File: config.mk
export PLATFORM = sky130hd
export DESIGN_NAME = thermostat_hysteresis_minmax_unit
export DESIGN_NICKNAME = d
export VERILOG_FILES = /design/src/sv/thm_pkg.sv /design/src/sv/thm_ctrl.sv /design/src/sv/thm_ascii.sv /design/src/sv/thermostat_hysteresis_minmax_unit.sv
export VERILOG_INCLUDE_DIRS = /design/src /design/src/sv
export SDC_FILE = /design/constraint.sdc
export NUM_CORES = 1
export LEC_CHECK = 0
export ABC_AREA = 0
export BUFFER_PORTS_ARGS = -buffer_cell sky130_fd_sc_hd__buf_4
export CAP_MARGIN = 10
export CORE_MARGIN = 3
export CORE_UTILIZATION = 55
export DETAILED_ROUTE_END_ITERATION = 10
export HOLD_SLACK_MARGIN = 0.06
export PLACE_DENSITY = 0.77
export SLEW_MARGIN = 20
export SYNTH_ARGS = -nofsm -noshare
export SYNTH_HDL_FRONTEND = slang
export SYNTH_SLANG_ARGS = --single-unit
File: constraint.sdc
create_clock -name clk -period 9.37 [get_ports clk]
set_input_delay 0.4685 -clock clk [delete_from_list [all_inputs] [get_ports clk]]
set_output_delay 0.4685 -clock clk [all_outputs]
set_load 0.02 [all_outputs]
File: src/sv/assert_macros.svh
// Assertion macros shared by the thermostat RTL.
// Every macro samples on the rising edge of clk and is disabled during rst.
`ifndef ASSERT_MACROS_SVH
`define ASSERT_MACROS_SVH

// The consequent must hold in the same cycle as the antecedent.
`define ASSERT_SAME(label, ante, cons, msg) \
  label: assert property (@(posedge clk) disable iff (rst) (ante) |-> (cons)) \
    else $error(msg);

// The consequent must hold in the cycle after the antecedent.
`define ASSERT_NEXT(label, ante, cons, msg) \
  label: assert property (@(posedge clk) disable iff (rst) (ante) |=> (cons)) \
    else $error(msg);

`endif

File: src/sv/thm_pkg.sv
// Shared types, constants and helper functions for the thermostat unit.
// Used by thm_ctrl, thm_ascii and thermostat_hysteresis_minmax_unit.
package thm_pkg;

  // Field widths.
  localparam int TEMP_W = 12;
  localparam int HYST_W = 8;
  localparam int CFG_W  = 12;
  localparam int CHAR_W = 8;
  localparam int WHOLE_W = 7;
  localparam int DIGIT_W = 4;
  localparam int IN_TDATA_W  = 16;
  localparam int OUT_TDATA_W = 64;

  // Configuration register indexes.
  typedef enum logic [0:0] {
    REG_SETPOINT   = 1'b0,
    REG_HYSTERESIS = 1'b1
  } reg_index_t;

  // Reset values.
  localparam logic signed [TEMP_W-1:0] SETPOINT_RESET = 12'sd320;
  localparam logic [HYST_W-1:0]        HYST_RESET     = 8'd16;
  localparam logic signed [TEMP_W-1:0] MAX_RESET      = -12'sd880;
  localparam logic signed [TEMP_W-1:0] MIN_RESET      = 12'sd2000;

  // ASCII codes.
  localparam logic [CHAR_W-1:0] CHAR_ZERO  = 8'h30;
  localparam logic [CHAR_W-1:0] CHAR_ONE   = 8'h31;
  localparam logic [CHAR_W-1:0] CHAR_MINUS = 8'h2D;
  localparam logic [CHAR_W-1:0] CHAR_SPACE = 8'h20;

  localparam logic [WHOLE_W-1:0] HUNDRED = 7'd100;

  // Tenths digit for each fraction nibble, rounded.
  localparam logic [CHAR_W-1:0] TENTHS_TAB [16] = '{
    8'h30, 8'h31, 8'h31, 8'h32, 8'h33, 8'h33, 8'h34, 8'h34,
    8'h35, 8'h36, 8'h36, 8'h37, 8'h38, 8'h38, 8'h39, 8'h39
  };

  // Control results for one sample.
  typedef struct packed {
    logic                     relay_on;
    logic signed [TEMP_W-1:0] max_temp;
    logic signed [TEMP_W-1:0] min_temp;
    logic                     max_changed;
    logic                     min_changed;
  } ctrl_res_t;

  // Readout characters for one sample.
  typedef struct packed {
    logic [CHAR_W-1:0] lead_char;
    logic [CHAR_W-1:0] tens_char;
    logic [CHAR_W-1:0] ones_char;
    logic [CHAR_W-1:0] tenths_char;
  } chars_t;

  // Quotient by ten through the reciprocal 205/2048, exact for 7-bit values.
  function automatic logic [DIGIT_W-1:0] div10(input logic [WHOLE_W-1:0] w);
    logic [14:0] p;
    begin
      p = 15'(w) * 15'd205;
      div10 = p[14:11];
    end
  endfunction

  // Remainder by ten from the quotient above.
  function automatic logic [DIGIT_W-1:0] mod10(input logic [WHOLE_W-1:0] w);
    logic [WHOLE_W-1:0] r;
    begin
      r = w - 7'(div10(w)) * 7'd10;
      mod10 = r[DIGIT_W-1:0];
    end
  endfunction

endpackage

File: src/sv/thm_ctrl.sv
// Relay hysteresis and running max/min state for the thermostat unit.
// Depends on thm_pkg and assert_macros.svh.
`include "assert_macros.svh"

module thm_ctrl
  import thm_pkg::*;
(
  input  logic                     clk,
  input  logic                     rst,
  input  logic                     upd,
  input  logic signed [TEMP_W-1:0] sample,
  input  logic signed [TEMP_W-1:0] setpoint,
  input  logic [HYST_W-1:0]        hysteresis,
  output ctrl_res_t                res
);

  logic                     relay_state;
  logic signed [TEMP_W-1:0] running_max;
  logic signed [TEMP_W-1:0] running_min;
  logic signed [TEMP_W+1:0] upper;
  logic signed [TEMP_W+1:0] lower;
  logic signed [TEMP_W+1:0] sample_ext;
  logic                     relay_next;

  // Switching limits, widened so that no sum wraps.
  always_comb begin
    sample_ext = (TEMP_W+2)'(sample);
    upper = (TEMP_W+2)'(setpoint) + $signed({6'd0, hysteresis});
    lower = (TEMP_W+2)'(setpoint) - $signed({6'd0, hysteresis});
  end

  // Result for the sample against the present state.
  always_comb begin
    if (sample_ext > upper) begin
      relay_next = 1'b1;
    end else if (sample_ext < lower) begin
      relay_next = 1'b0;
    end else begin
      relay_next = relay_state;
    end
    res.relay_on    = relay_next;
    res.max_changed = sample > running_max;
    res.min_changed = sample < running_min;
    res.max_temp    = res.max_changed ? sample : running_max;
    res.min_temp    = res.min_changed ? sample : running_min;
  end

  // State advances once per sample handed on.
  always_ff @(posedge clk) begin
    if (rst) begin
      relay_state <= 1'b0;
      running_max <= MAX_RESET;
      running_min <= MIN_RESET;
    end else if (upd) begin
      relay_state <= relay_next;
      running_max <= res.max_temp;
      running_min <= res.min_temp;
    end
  end

  `ASSERT_NEXT(a_max_ge_min, upd, running_max >= running_min, "max fell below min")
  `ASSERT_NEXT(a_relay_on_high, upd && (sample_ext > upper), relay_state,
               "relay not on above upper limit")
  `ASSERT_NEXT(a_relay_off_low, upd && (sample_ext < lower), !relay_state,
               "relay not off below lower limit")

endmodule

File: src/sv/thm_ascii.sv
// Converts a temperature sample into four ASCII readout characters.
// Depends on thm_pkg for the rounding table and the divide-by-ten helpers.
module thm_ascii
  import thm_pkg::*;
(
  input  logic signed [TEMP_W-1:0] sample,
  output chars_t                   chars
);

  logic [TEMP_W-1:0]  mag;
  logic [WHOLE_W-1:0] whole_raw;
  logic [WHOLE_W-1:0] whole;
  logic               neg;
  logic               hundreds;

  // Magnitude, whole degrees and the hundreds fold for positive samples.
  always_comb begin
    neg       = sample[TEMP_W-1];
    mag       = neg ? (TEMP_W)'(-sample) : sample;
    whole_raw = mag[10:4];
    hundreds  = !neg && (whole_raw >= HUNDRED);
    whole     = hundreds ? whole_raw - HUNDRED : whole_raw;
  end

  // Character assembly.
  always_comb begin
    if (neg) begin
      chars.lead_char = CHAR_MINUS;
    end else if (hundreds) begin
      chars.lead_char = CHAR_ONE;
    end else begin
      chars.lead_char = CHAR_SPACE;
    end
    chars.tens_char   = CHAR_ZERO + 8'(div10(whole));
    chars.ones_char   = CHAR_ZERO + 8'(mod10(whole));
    chars.tenths_char = TENTHS_TAB[mag[3:0]];
  end

endmodule

File: src/sv/thermostat_hysteresis_minmax_unit.sv
// Top level of the thermostat unit: config registers, input and result registers.
// Depends on thm_pkg, thm_ctrl, thm_ascii and assert_macros.svh.
// An accepted word waits in the input register, passes into the result register
// (m_tvalid high) once the result slot is free, and leaves when m_tready is high.
// One word per cycle while m_tready is high, through one compare and readout pass.
// Reset (rst, synchronous) empties both registers, sets setpoint 320 and hysteresis 16.
`include "assert_macros.svh"

module thermostat_hysteresis_minmax_unit
  import thm_pkg::*;
(
  input  logic                   clk,
  input  logic                   rst,
  // Configuration write port.
  input  logic                   cfg_we,
  input  logic [0:0]             cfg_index,
  input  logic [CFG_W-1:0]       cfg_data,
  // Input stream; s_tdata: temperature[11:0], zero padding [15:12].
  input  logic                   s_tvalid,
  output logic                   s_tready,
  input  logic [IN_TDATA_W-1:0]  s_tdata,
  // Result stream; m_tdata: relay_on[0], max_temp[12:1], min_temp[24:13],
  // max_changed[25], min_changed[26], lead_char[34:27], tens_char[42:35],
  // ones_char[50:43], tenths_char[58:51], zero padding [63:59].
  output logic                   m_tvalid,
  input  logic                   m_tready,
  output logic [OUT_TDATA_W-1:0] m_tdata
);

  logic signed [TEMP_W-1:0] setpoint;
  logic [HYST_W-1:0]        hysteresis;
  logic                     in_valid;
  logic signed [TEMP_W-1:0] in_temp;
  logic                     out_free;
  logic                     advance;
  ctrl_res_t                ctrl_res;
  chars_t                   chars;
  logic [OUT_TDATA_W-1:0]   m_tdata_next;

  // Configuration registers. Reset also turns the relay off and loads max -880
  // and min 2000 in the control block.
  always_ff @(posedge clk) begin
    if (rst) begin
      setpoint   <= SETPOINT_RESET;
      hysteresis <= HYST_RESET;
    end else if (cfg_we) begin
      unique case (reg_index_t'(cfg_index))
        REG_SETPOINT:   setpoint   <= $signed(cfg_data);
        REG_HYSTERESIS: hysteresis <= cfg_data[HYST_W-1:0];
        default: ;
      endcase
    end
  end

  // Handshake: the input register moves on whenever the result slot is free.
  assign out_free = !m_tvalid || m_tready;
  assign advance  = in_valid && out_free;
  assign s_tready = !in_valid || out_free;

  // Input register.
  always_ff @(posedge clk) begin
    if (rst) begin
      in_valid <= 1'b0;
    end else if (s_tready) begin
      in_valid <= s_tvalid;
    end
  end

  always_ff @(posedge clk) begin
    if (s_tvalid && s_tready) begin
      in_temp <= $signed(s_tdata[TEMP_W-1:0]);
    end
  end

  thm_ctrl u_ctrl (
    .clk        (clk),
    .rst        (rst),
    .upd        (advance),
    .sample     (in_temp),
    .setpoint   (setpoint),
    .hysteresis (hysteresis),
    .res        (ctrl_res)
  );

  thm_ascii u_ascii (
    .sample (in_temp),
    .chars  (chars)
  );

  // Result word packing.
  assign m_tdata_next = {5'd0, chars.tenths_char, chars.ones_char, chars.tens_char,
                         chars.lead_char, ctrl_res.min_changed, ctrl_res.max_changed,
                         ctrl_res.min_temp, ctrl_res.max_temp, ctrl_res.relay_on};

  // Result register.
  always_ff @(posedge clk) begin
    if (rst) begin
      m_tvalid <= 1'b0;
    end else if (out_free) begin
      m_tvalid <= in_valid;
    end
  end

  always_ff @(posedge clk) begin
    if (advance) begin
      m_tdata <= m_tdata_next;
    end
  end

  `ASSERT_SAME(a_ready_when_free, !m_tvalid, s_tready, "input stalled with result slot empty")
  `ASSERT_NEXT(a_advance_fills, advance, m_tvalid, "advanced word did not reach output")
  `ASSERT_NEXT(a_stall_holds_input, in_valid && !out_free, in_valid,
               "input word lost during stall")

endmodule
==> impl_metrics.toml, run 1 <==
[run_status]
status = "completed"

[sta]
slew_viol_final = 0
rsz0062_at_grt = "no"
whs_ns = 0.290
worst_pin_slew_ns = 1.01
fin_worst_skew_ns = 0.0107
post-route-min-period_ns = 7.48
fin_ws_ns = 1.89
slew-limit-headroom_pct = 33.0
hold_viol = 0
setup_viol = 0
clock.fmax_mhz = 134
fin_crit_sh_pct = 79.8
setup_tns_ns = 0

[floorplan]
start_util_pct = 57.0
io_pins = 100
dieArea_mm2 = 0.0147
core_area_mm2 = 0.0128
std_cell_rows = 41
die_height_um = 121
die_w_um = 121

[worst_setup_path]
rr_endpoint = "m_tdata[46]"
cp_num_buf_inv = 4
critPathTopFamily = "adder cells"
cp_max_fo = 16
crit_arrival_ns = 7.57
cpMaxStageDelayCell = "edfxtp_1"
crit_path_end_kind = "flip-flop"
slowest_delay_ns = 0.67
worstReg2RegStart = "in_temp[2]"
crit_required_ns = 9.46
reg2reg_slack_ns = 1.89
crit_type = "flip-flop to flip-flop"
reg2reg_depth = 28
start_kind = "flip-flop"

[grt]
grt_max_degree = 48
gr-usage-met1_pct = 26.1
globalRoute.totalOverflow = 0
grt_antenna_before_repair = 0
grtUsageMet2_pct = 36.6
grt_pass1_vias = 5582
grt.met3_usage_pct = 4.15
grtUsageTotal_pct = 21.3
grt_pass1_wl_um = 25400
grt-busiest-layer = "met2"

[cells_and_area]
final_common_cell = "ha_1"
final_cell_mix = "ha_1 (101), inv_1 (80), buf_4 (76), nand2_1 (65), edfxtp_1 (54)"
drive_gt1_share_pct = 15.0
final_area_mm2 = 0.00821
antennaDiodeCount = 0
nNetsFinal = 970
syn_to_final_growth_pct = 12.3

[power]
leakage_uw = 0.00371
ir_drop_v = 0.0000945
p_per_area_mw_per_mm2 = 188
total_power_uw = 1540

[synthesis]
yosysSeqAreaShare_pct = 35.1
synth_area_per_cell_um2 = 9.53
ys_ff_latch = 101
ys_types = 73
synth_edf_count = 54
syn_inst = 767
synth_flop_cell = "edfxtp_1"
async_reset_ff_share_pct = 0
syn_area_mm2 = 0.00731
yosysWarnings = 0

[min_path]
hold_depth = 1
min-delay-start = "s_tdata[2]"
hold_class = "primary input to flip-flop"
min_to = "in_temp[2]"

[detailed_routing]
routedWlPerCell_um = 15.2
drc = 0
dr.pass1.iters = 5
drt_wl_total_um = 15200
drtAntennaViolNets = 0
num_vias = 5579
via_per_inst = 5.57
drt_iter0_drc = 319

[placed_design]
dpl_cell_area_mm2 = 0.00788
post-place-ws_ns = 1.94
hpwl_um = 11600
globalplace.congestion = 0.886
port_buffers = 74

[cts]
htree_num_levels = 3
ctsHoldBuffers = 0
cts.reportedPaths.clkPinSlew_ns = 0.07
clockBufferDepth = 2
cts_setup_buffers = 0
clk_latency_ns = 0.35
cts_tree = "yes"
clock-sinks = 101
ctsResizeCount = 0
clockRootBuffer = "clkbuf_16"
numCtsBuffers = 9

[run]
drv_cap = 0
## final cells by class
type / instances / area (um^2)
fill: 1070 / 4610
multi-input combinational: 555 / 4230
sequential: 101 / 2560
timing repair buffer: 76 / 571
inverter: 81 / 304
clock buffer: 12 / 278
tap: 172 / 215
clock inverter: 4 / 56.3
## power by group
part / internal, uW / switching, uW
combinational: 255 / 326
sequential: 527 / 30.5
clock: 241 / 165
total: 1020 / 521
## kinds of logic after synthesis
logic type      synth area share (%)
other cells                    0.103
flops                           35.1
buf+inv                         8.11
compound gates                  14.4
simple gates                    13.6
fa+ha+maj                       20.3
mux                             3.99
xor+xnor                        4.52
## Yosys cell counts (2+ instances only)
cell type	number	area (um^2)
buf_2	9	45.0
a21o_1	11	82.6
ha_1	101	1260
nand3_1	20	100
nor2_1	52	195
a31oi_1	7	43.8
a21oi_1	47	235
nand3b_1	2	15.0
xnor2_1	23	201
nand4_1	8	50.1
a2111oi_0	2	17.5
nand2_1	65	244
and2_1	2	12.5
o2111ai_1	2	17.5
nand2b_1	13	81.3
clkbuf_1	14	52.6
fa_1	11	220
a211oi_1	4	30.0
or3_1	3	18.8
conb_1	2	7.51
and3b_1	2	17.5
o21a_1	8	60.1
and3_1	3	18.8
xor2_2	2	32.5
mux2_2	9	101
o21ai_0	33	165
o21ai_1	3	15.0
a211o_1	11	96.3
inv_1	81	304
or4_1	3	22.5
buf_1	2	7.51
dfxtp_1	47	941
mux2i_1	19	190
or2_2	5	31.3
o31ai_1	2	15.0
buf_4	23	173
edfxtp_1	54	1620
o211ai_1	3	22.5
nor4_1	3	18.8
o211a_1	2	20.0
nor3_1	4	20.0
nor2b_1	9	56.3
xor2_1	11	96.3
## layer usage
layer,vias up,routed length (um)
met2,181,7310
met5,-,0
met1,2607,6480
met3,37,986
met4,0,451
li1,2754,-
## worst max path at each step
stage / startpoint / to / slack (ns) / depth (start not counted)
final: in_temp[2] / m_tdata[46] / 1.89 / 28
after global routing: in_temp[11] / m_tdata[46] / 1.37 / 27
after CTS: in_temp[2] / m_tdata[46] / 1.89 / 28
after global placement: in_temp[3] / m_tdata[46] / 2.10 / 28
after detailed placement: in_temp[3] / m_tdata[46] / 1.94 / 28
after floorplan: in_temp[3] / m_tdata[46] / 2.73 / 29
## flip-flops by register name, indices dropped and copies added, names as in the netlist
signal,count
hysteresis,8
u_ctrl.running_max,12
in_valid,1
u_ctrl.relay_state,1
u_ctrl.running_min,12
m_tdata,42
setpoint,12
in_temp,12
m_tvalid,1
## through the flow
step | utilization (%) | std cells
floorplan | - | 786
global placement | 61.4 | 985
detailed placement | 61.4 | 985
CTS | 64.0 | 1001
global route | 64.0 | 1001
finish | 64.0 | 1001
Power figures use the tool's default switching activity.
==> run 2: changes to the inputs <==
--- a/config.mk
+++ b/config.mk
@@ -10,7 +10,7 @@
 export BUFFER_PORTS_ARGS = -buffer_cell sky130_fd_sc_hd__buf_4
 export CAP_MARGIN = 10
 export CORE_MARGIN = 3
-export CORE_UTILIZATION = 55
+export CORE_UTILIZATION = 53
 export DETAILED_ROUTE_END_ITERATION = 10
 export HOLD_SLACK_MARGIN = 0.06
 export PLACE_DENSITY = 0.77
==> constraint.sdc (replaced) <==
create_clock -name clk -period 6.1 [get_ports clk]
set_input_delay 0.305 -clock clk [delete_from_list [all_inputs] [get_ports clk]]
set_output_delay 0.305 -clock clk [all_outputs]
set_load 0.02 [all_outputs]
==> run 2 against run 1 <==
Effect of this change:
- clock skew shrank 0.0012 ns
- cell count increased by 6.2%
- sequential cell count unchanged
- largest cell class unchanged
- critical endpoint unchanged
- worst setup slack worse by 1.8 ns
- largest power group unchanged
==> impl_metrics.toml, run 2 (synthesized netlist as in run 1, its figures left out) <==
[detailed_routing]
drc = 0
drt_wl_total_um = 16000
drt_iter0_drc = 401
num_vias = 5773
via_per_inst = 5.43
drtAntennaViolNets = 0
routedWlPerCell_um = 15.1
dr.pass1.iters = 6

[min_path]
min_to = "in_temp[9]"
hold_depth = 1
hold_class = "primary input to flip-flop"
min-delay-start = "s_tdata[9]"

[worst_setup_path]
cp_max_fo = 4
rr_endpoint = "m_tdata[46]"
start_kind = "flip-flop"
crit_required_ns = 6.19
worstReg2RegStart = "in_temp[2]"
cpMaxStageDelayCell = "fa_1"
critPathTopFamily = "adder cells"
reg2reg_slack_ns = 0.05
crit_path_end_kind = "flip-flop"
cp_num_buf_inv = 4
crit_type = "flip-flop to flip-flop"
slowest_delay_ns = 0.48
reg2reg_depth = 27
crit_arrival_ns = 6.14

[sta]
slew-limit-headroom_pct = 37.3
post-route-min-period_ns = 6.05
fin_crit_sh_pct = 99.2
fin_worst_skew_ns = 0.00948
slew_viol_final = 0
hold_viol = 0
clock.fmax_mhz = 165
rsz0062_at_grt = "yes"
worst_pin_slew_ns = 0.941
setup_viol = 0

[cts]
ctsHoldBuffers = 0
htree_num_levels = 3
cts_tree = "yes"
clockRootBuffer = "clkbuf_16"
clk_latency_ns = 0.35
clockBufferDepth = 2
numCtsBuffers = 9
cts.reportedPaths.clkPinSlew_ns = 0.07
clock-sinks = 101

[cells_and_area]
largest_register = "m_tdata"
largest_register_ffs = 42
drive_gt1_share_pct = 23.7
nNetsFinal = 1028
final_cell_mix = "buf_4 (130), ha_1 (94), inv_1 (75), nand2_1 (64), edfxtp_1 (54)"
antennaDiodeCount = 0
syn_to_final_growth_pct = 20.4
final_common_cell = "buf_4"
utilization_pct = 65.9
stdcell_count = 1063

[power]
ir_drop_v = 0.000126
p_per_area_mw_per_mm2 = 284
leakage_uw = 0.00400
total_power_uw = 2500

[placed_design]
port_buffers = 74
globalplace.congestion = 0.883
hpwl_um = 12300
dp_cells = 1031

[floorplan]
core_area_mm2 = 0.0133
start_util_pct = 54.8
die_height_um = 123
die_w_um = 123
io_pins = 100
dieArea_mm2 = 0.0152
std_cell_rows = 42

[run]
drv_cap = 0

[grt]
grt_max_degree = 48
grt_antenna_before_repair = 0
grt_pass1_wl_um = 25900
grtUsageTotal_pct = 21.5
globalRoute.totalOverflow = 0
grt_pass1_vias = 5608

[run_status]
status = "completed"
-- run 2: cell count changes in the layout (fill, tap and decap cells not counted), moves of 4 or more --
| cell | previous run | this run |
|---|---|---|
| xnor2_1 | 23 | 19 |
| inv_1 | 80 | 75 |
| ha_4 | 0 | 4 |
| ha_1 | 101 | 94 |
| inv_2 | 1 | 5 |
| buf_4 | 76 | 130 |
| xnor2_2 | 0 | 4 |
-- run 2: final cells by class --
type / count / area (um^2)
clock inverters: 7 / 55.1
multi-input cells: 555 / 4400
clock buffers: 9 / 225
inverters: 81 / 304
fillers: 1045 / 4550
flip-flops and latches: 101 / 2560
repair buffers: 134 / 1030
well taps: 176 / 220
-- run 2: power breakdown --
part / leakage (uW) / internal (uW) / switching [uW]
Combinational: 0.00297 / 540 / 575
Clock: 0.000139 / 282 / 263
Sequential: 0.000896 / 809 / 31.5
Total: 0.00400 / 1630 / 869
-- run 2: routing by layer --
layer	share of wire, %	up-vias	track usage, %
met5	0	-	0
met4	2.7	0	8.79
met3	4.3	40	2.79
met2	51	174	38.7
met1	42	2689	26.0
li1	-	2870	-
-- run 2: how the worst max path moves through the flow --
stage | from | endpoint | slack [ns] | depth (start not counted)
2_1_floorplan | in_temp[4] | m_tdata[46] | -0.16 | 29
6_report | in_temp[2] | m_tdata[46] | 0.05 | 27
3_3_place_gp | in_temp[0] | m_tdata[46] | -0.002 | 28
4_1_cts | in_temp[3] | m_tdata[46] | -0.11 | 27
5_1_grt | in_temp[2] | m_tdata[46] | -0.24 | 27
3_5_place_dp | in_temp[0] | m_tdata[46] | -0.19 | 28
-- run 2: repair_timing --
item                                    in CTS  in global routing
setup buffers                               11                  5
endpoints found under the setup margin       1                  2
pin swaps                                   25                 19
resized for setup                            7                 14
-- run 2: per-stage QoR --
stage | hold WS [ns] | setup TNS, ns | setup WS [ns] | area [um^2]
after floorplan | 0.404 | -0.164 | -0.164 | 7490
after global placement | 0.443 | -0.00196 | -0.00196 | 8310
after detailed placement | 0.449 | -0.191 | -0.191 | 8310
after CTS | 0.115 | -0.113 | -0.113 | 8710
after global routing | 0.111 | -0.243 | -0.243 | 8800
final | 0.125 | 0 | 0.0504 | 8800
